## src/design/pss_pkg.sv

```systemverilog
`default_nettype none

package pss_pkg;

    // Sequencer states of the core.
    typedef enum logic [2:0] {
        ST_IDLE,
        ST_MOD,
        ST_CHECK,
        ST_REDUCE,
        ST_FINISH
    } t_state;

    // First candidate of every run, and the value expected right after reset.
    localparam int FIRST_CANDIDATE = 2;

    // The hit reduction folds OR_FANIN bits into one per cycle of the reduction; this value is log2 of that fan-in.
    localparam int OR_FANIN_LOG = 4;
    localparam int OR_FANIN     = 1 << OR_FANIN_LOG;

    // Control broadcast from the sequencer to every cell of the chain.
    typedef struct packed {
        logic clear;     // zero the remainder before a serial remainder pass or at the wrap to zero
        logic mod_step;  // one bit step of the serial remainder pass
        logic mod_bit;   // candidate bit that this step shifts in
        logic advance;   // move the remainder on to the next candidate
        logic shift;     // take prime and remainder from the previous cell
    } t_cell_ctrl;

endpackage

`default_nettype wire

```

## src/design/pss_cell.sv

```systemverilog
`default_nettype none

module pss_cell #(
    parameter int VALUE_BITS = 24,
    parameter int STORE_BITS = 12,
    parameter int COUNT_BITS = 11,
    parameter int INDEX      = 0
) (
    input  logic                  i_clk,
    input  pss_pkg::t_cell_ctrl   i_ctrl,
    input  logic [VALUE_BITS-1:0] i_candidate,
    input  logic [COUNT_BITS-1:0] i_count,
    input  logic [STORE_BITS-1:0] i_prev_prime,
    input  logic [STORE_BITS-1:0] i_prev_rem,
    output logic [STORE_BITS-1:0] o_prime,
    output logic [STORE_BITS-1:0] o_rem_next,
    output logic                  o_hit
);
    import pss_pkg::*;

    logic [STORE_BITS-1:0] r_prime;
    logic [STORE_BITS-1:0] r_rem;
    logic [STORE_BITS:0]   rem_plus;
    logic [STORE_BITS:0]   mod_shift;
    logic [STORE_BITS-1:0] mod_next;

    // Remainder of the following candidate: count up and wrap at the prime.
    always_comb begin
        rem_plus = {1'b0, r_rem} + (STORE_BITS + 1)'(1);
        if (rem_plus == {1'b0, r_prime}) begin
            o_rem_next = '0;
        end else begin
            o_rem_next = rem_plus[STORE_BITS-1:0];
        end
    end

    // One restoring step of the serial remainder: double, add a bit, subtract once.
    always_comb begin
        mod_shift = {r_rem, i_ctrl.mod_bit};
        if (mod_shift >= {1'b0, r_prime}) begin
            mod_shift = mod_shift - {1'b0, r_prime};
        end
        mod_next = mod_shift[STORE_BITS-1:0];
    end

    // Prime and remainder registers of this slot.
    always_ff @(posedge i_clk) begin
        if (i_ctrl.shift) begin
            r_prime <= i_prev_prime;
            r_rem   <= i_prev_rem;
        end else if (i_ctrl.advance) begin
            r_rem <= o_rem_next;
        end else if (i_ctrl.clear) begin
            r_rem <= '0;
        end else if (i_ctrl.mod_step) begin
            r_rem <= mod_next;
        end
    end

    // A filled slot divides the candidate when the remainder is zero and the
    // prime is not the candidate itself.
    assign o_hit = (i_count > COUNT_BITS'(INDEX)) && (r_rem == '0)
                   && (VALUE_BITS'(r_prime) != i_candidate);

    assign o_prime = r_prime;

endmodule

`default_nettype wire

```

## config.mk

```make
export PLATFORM = sky130hd
export DESIGN_NAME = pss_cell
export DESIGN_NICKNAME = d
export VERILOG_FILES = /design/src/design/pss_pkg.sv /design/src/design/pss_cell.sv
export SDC_FILE = /design/constraint.sdc
export NUM_CORES = 1
export LEC_CHECK = 0
export ABC_AREA = 0
export ABC_CLOCK_PERIOD_IN_PS = 4000
export BUFFER_PORTS_ARGS = -buffer_cell sky130_fd_sc_hd__buf_2
export CORE_MARGIN = 2
export CORE_UTILIZATION = 50
export DETAILED_ROUTE_END_ITERATION = 12
export PLACE_DENSITY = 0.91
export SYNTH_ARGS = -nofsm -noshare
export SYNTH_HDL_FRONTEND = slang
export SYNTH_SLANG_ARGS = --single-unit
export TNS_END_PERCENT = 10
```

## constraint.sdc

```tcl
create_clock -name i_clk -period 4 [get_ports i_clk]
set_input_delay 0.2 -clock i_clk [delete_from_list [all_inputs] [get_ports i_clk]]
set_output_delay 0.2 -clock i_clk [all_outputs]
set_load 0.02 [all_outputs]
```

### After elaboration in Yosys (flattened, before gate mapping)

Index checks and enable logic that the tools add are counted.

* reductions and logical operators: 4
* magnitude comparators: 2
* multiplexer cells: 6
* eq/ne operators: 2
* add/sub/neg operators: 2

Operator list (number)
* $mux 12: 6
* $ne 12x24->1: 1
* $add 12x1->13 const B: 1
* $eq 13x12->1: 1
* $ge 13x12->1: 1
* $logic_not 12->1: 1
* $sub 12x12->12: 1
* $gt 11x1->1 const B: 1
* $reduce_bool 4->1: 1
* $logic_and 1x1->1: 2

* bits in registers: 24
* bits of input ports: 65

### Longest topological paths before layout

* depth in word-level cells: 6
* gate-level depth with buffers: 12
* mapped depth without buffers: 12

### Least setup slack after synthesis

No wires, ideal clock.

* path kind: reg-to-reg
* start: register r_prime[4], in the netlist o_prime[4]
* end: register r_rem[7] (data pin)
* path buffers: 2
* data required time: 3.739 ns
* clock period less this slack: 3.104 ns
* cell stages (with the launch flop): 13
* slack: 0.896 ns
* arrival time: 2.842 ns
* cells stage by stage: edfxtp_1 -> clkbuf_1 -> inv_1 -> ha_1 -> or3_1 -> o21ai_0 -> a21oi_1 -> a211oi_1 -> o41ai_2 -> buf_2 -> mux2_2 -> a22oi_1 -> o21ai_1

* cells in the longest elaborated chain, start to end: 6
* elaborated cells on any way between the ends: 9

Ends and longest elaborated chain
* from (decl): line pss_cell.sv:21 `logic [STORE_BITS-1:0] r_prime;`
* from (signal assigned): line pss_cell.sv:49 `r_prime <= i_prev_prime;`
* $sub 12x12->12 / $ge 13x12->1 (equally long branches): line pss_cell.sv:41, pss_cell.sv:40
* $mux 12: line pss_cell.sv:40 `if (mod_shift >= {1'b0, r_prime}) begin`
* $mux 12: line pss_cell.sv:55 `end else if (i_ctrl.mod_step) begin`
* $mux 12: line pss_cell.sv:53 `end else if (i_ctrl.clear) begin`
* $mux 12 (*): line pss_cell.sv:51 `end else if (i_ctrl.advance) begin`
* $mux 12 (*): line pss_cell.sv:48 `if (i_ctrl.shift) begin`
* to (signal assigned): line pss_cell.sv:50 `r_rem <= i_prev_rem;`
* to (signal assigned): line pss_cell.sv:52 `r_rem <= o_rem_next;`
* to (signal assigned): line pss_cell.sv:56 `r_rem <= mod_next;`
* to (decl): line pss_cell.sv:22 `logic [STORE_BITS-1:0] r_rem;`

Every way passes the cells marked *; elsewhere a longest branch is shown, timed or not. The select of a mux whose other input is x is not followed.
A chain may end at the register's enable or synchronous reset.

### Worst setup path after layout

* start: register r_rem[0]
* end: output o_rem_next[3]

* cells in the longest elaborated chain, start to end: 3

Ends and longest elaborated chain
* $add 12x1->13 (*): line pss_cell.sv:29 `rem_plus = {1'b0, r_rem} + (STORE_BITS + 1)'(1);`
* $eq 13x12->1: line pss_cell.sv:30 `if (rem_plus == {1'b0, r_prime}) begin`
* $mux 12 (*): line pss_cell.sv:30
* to (decl): line pss_cell.sv:16 `output logic [STORE_BITS-1:0] o_rem_next,`

Every way passes the cells marked *; elsewhere a longest branch is shown, timed or not.

==> metrics.yaml <==
status: "completed"
die_w_um: 75.9
hold_slack_ns: 0.0841
clock_skew_ns: 0.00109
worst_pin_slew_ns: 0.563
die_height_um: 75.9
fmax_mhz: 295
dp_hpwl_um: 5970
insertion_delay_ns: 0.28
cts_sinks: 24
dpl_cell_area_sq_um: 3070
cts-root-buf: "clkbuf_8"
synth_area_sq_um: 2590
cts_resized: 0
power_per_cell_area_nw_per_um2: 346
drv_cap: 0
setup_tns_ns: 0
post-route-util_pct: 61.9
numCtsBuffers: 3
rows: 26
drc: 0
overflow: 0
drtIter0Drc: 156
nFillCells: 393
antenna_found_initial: 0
finish.instance_area_sq_um: 3120
async_flop_share_pct: 0
synthCells: 296
finalNetCount: 458
synth_ff_type: "edfxtp_1"
wirelength_um: 7430
clockBufferDepth: 2
hp-class: "in2reg"
num_antenna_cells: 0
dieArea_sq_um: 5760
finalSetupViolations: 0
gr-usage-all-layers_pct: 26.3
max_slew_margin_pct: 62.5
final.period_utilization_pct: 84.8
path_class: "reg2out"
areaGrowthSynthToFinish_pct: 20.6
worstPathArrival_ns: 3.19
clk_pin_slew_ns: 0.09
fin_cells: 447
routedWlPerCell_um: 16.6
end_kind: "output pin"
ys_types: 55
grt_pass1_vias: 2721
cts_tree: "built"
drive_above_1_share_pct: 28.6
critPathRequiredTime_ns: 3.80
cp_max_fo: 13
grt_max_degree: 28
vias: 2642
ant_nets: 0
dp.cells: 443
ys_warn_count: 0
ios: 90
viasPerCell: 5.91
postCtsSetupBuffers: 0
globalplace.congestion: 0.981
portBuffers: 89
cts-htree-levels: 1
syn_nets: 376
slew_viol_final: 0
p_leak_nw: 1.33
start_util_pct: 51.3
dr.pass1.iters: 5
ir_drop_v: 0.000288
synth.avg_cell_area_sq_um: 8.74
yosys_register_bits: 24
rsz0062_at_grt: "no"
start_kind: "flop"
grt_pass1_wl_um: 12300
post-route-min-period_ns: 3.39
cts.hold.buffers_added: 0
ys_seq_area_share_pct: 27.9
hold_viol: 0
coreArea_sq_um: 5040
synth-edff-count: 24
[routing by layer]
layer | vias up | wire, um | GRT usage (%)
li1 | 1271 | - | -
met1 | 1200 | 2760 | 29.6
met2 | 147 | 3880 | 49.2
met3 | 24 | 559 | 2.86
met4 | 0 | 233 | 12.7
met5 | - | 0 | 0
[metrics by stage]
stage / power (W) / setup slack, ns
after floorplan: 0.000760 / 0.896
after global placement: 0.000899 / 0.927
after detailed placement: 0.000916 / 0.808
after CTS: 0.00107 / 0.671
after global routing: 0.00114 / 0.381
final: 0.00108 / 0.607
[worst max-delay path, cell delays in order, from the launching register on]
cell and delay (ns):
edfxtp_1 0.61, ha_1 0.34, nand3_1 0.21, or4_1 0.51
o211ai_1 0.09, o2111ai_1 0.14, a2111oi_2 0.27, nor4b_4 0.25
buf_4 0.22, nor2_1 0.07, buf_2 0.18
[cells in the final DEF, fill, tap and decap left out, types with 6 or more instances in the layout]
cell type	count
nor4_1	11
nor2_1	26
nand2_1	12
edfxtp_1	24
a21oi_1	8
o21ai_1	9
xnor2_1	23
nand2b_1	6
xor2_1	17
inv_1	22
ha_1	14
mux2_2	7
buf_2	89
nand3_1	10
a22oi_1	11
o21ai_0	6
nor3_1	6
[worst paths after layout]
path | endpoint | slack, ns | startpoint | cells past startpoint
worst max-delay path | o_rem_next[3] | 0.61 | r_rem[0] | 10
worst max register to register | r_rem[11] | 0.70 | r_rem[0] | 10
worst min register to register | r_rem[9] | 0.94 | r_rem[9] | 2
worst min-delay path | o_prime[5] | 0.08 | i_prev_prime[5] | 1
[flip-flops by register name, summed over array words and instances (netlist names)]
name	flops
o_prime	12
r_rem	12
[synthesized netlist by cell type, drive strengths merged (2+ instances only)]
master,n,area (sq um)
nor2b,5,31.3
or3,2,12.5
a22oi,11,82.6
nand4,6,43.8
nor3,6,30.0
nor4,11,68.8
mux2,7,78.8
o211ai,4,30.0
inv,22,82.6
ha,14,175
clkbuf,8,31.3
and2,2,12.5
o2111ai,3,26.3
nand2b,6,37.5
a21oi,8,40.0
o41ai,4,42.6
xnor2,23,201
mux2i,4,40.0
buf,8,43.8
o21a,2,15.0
and4,2,17.5
nor3b,3,22.5
xor2,17,149
a21o,4,30.0
edfxtp,24,721
a31oi,4,25.0
nor2,26,97.6
a211oi,3,22.5
or4,3,22.5
nand3,10,50.1
nand2,12,45.0
o21ai,15,75.1
[area by class of cell]
| cell class | instances | area, sq um | share of cell area, % |
|---|---|---|---|
| multi-input combinational | 234 | 1710 | 54.8 |
| sequential | 24 | 721 | 23.1 |
| timing repair buffer | 93 | 475 | 15.2 |
| tap | 70 | 87.6 | 2.81 |
| inverter | 22 | 82.6 | 2.65 |
| clock buffer | 3 | 41.3 | 1.32 |
| clock inverter | 1 | 3.75 | 0.120 |
[kinds of logic after synthesis]
| kind of cell | after synthesis | synth area share, % |
|---|---|---|
| xor gates and xnor gates | 40 | 13.5 |
| AOI/OAI and AO/OA | 69 | 19.0 |
| DFF | 24 | 27.9 |
| and+or+nand+nor | 98 | 20.9 |
| buffers and inverters | 38 | 6.10 |
| adders and majority gates | 16 | 7.93 |
| muxes | 11 | 4.60 |
[where the power goes]
part           internal, W  switching [W]
Sequential        0.000312      0.0000661
Combinational     0.000246       0.000298
Clock            0.0000693      0.0000886
Total             0.000627       0.000453
(Power assumes the default switching activity.)
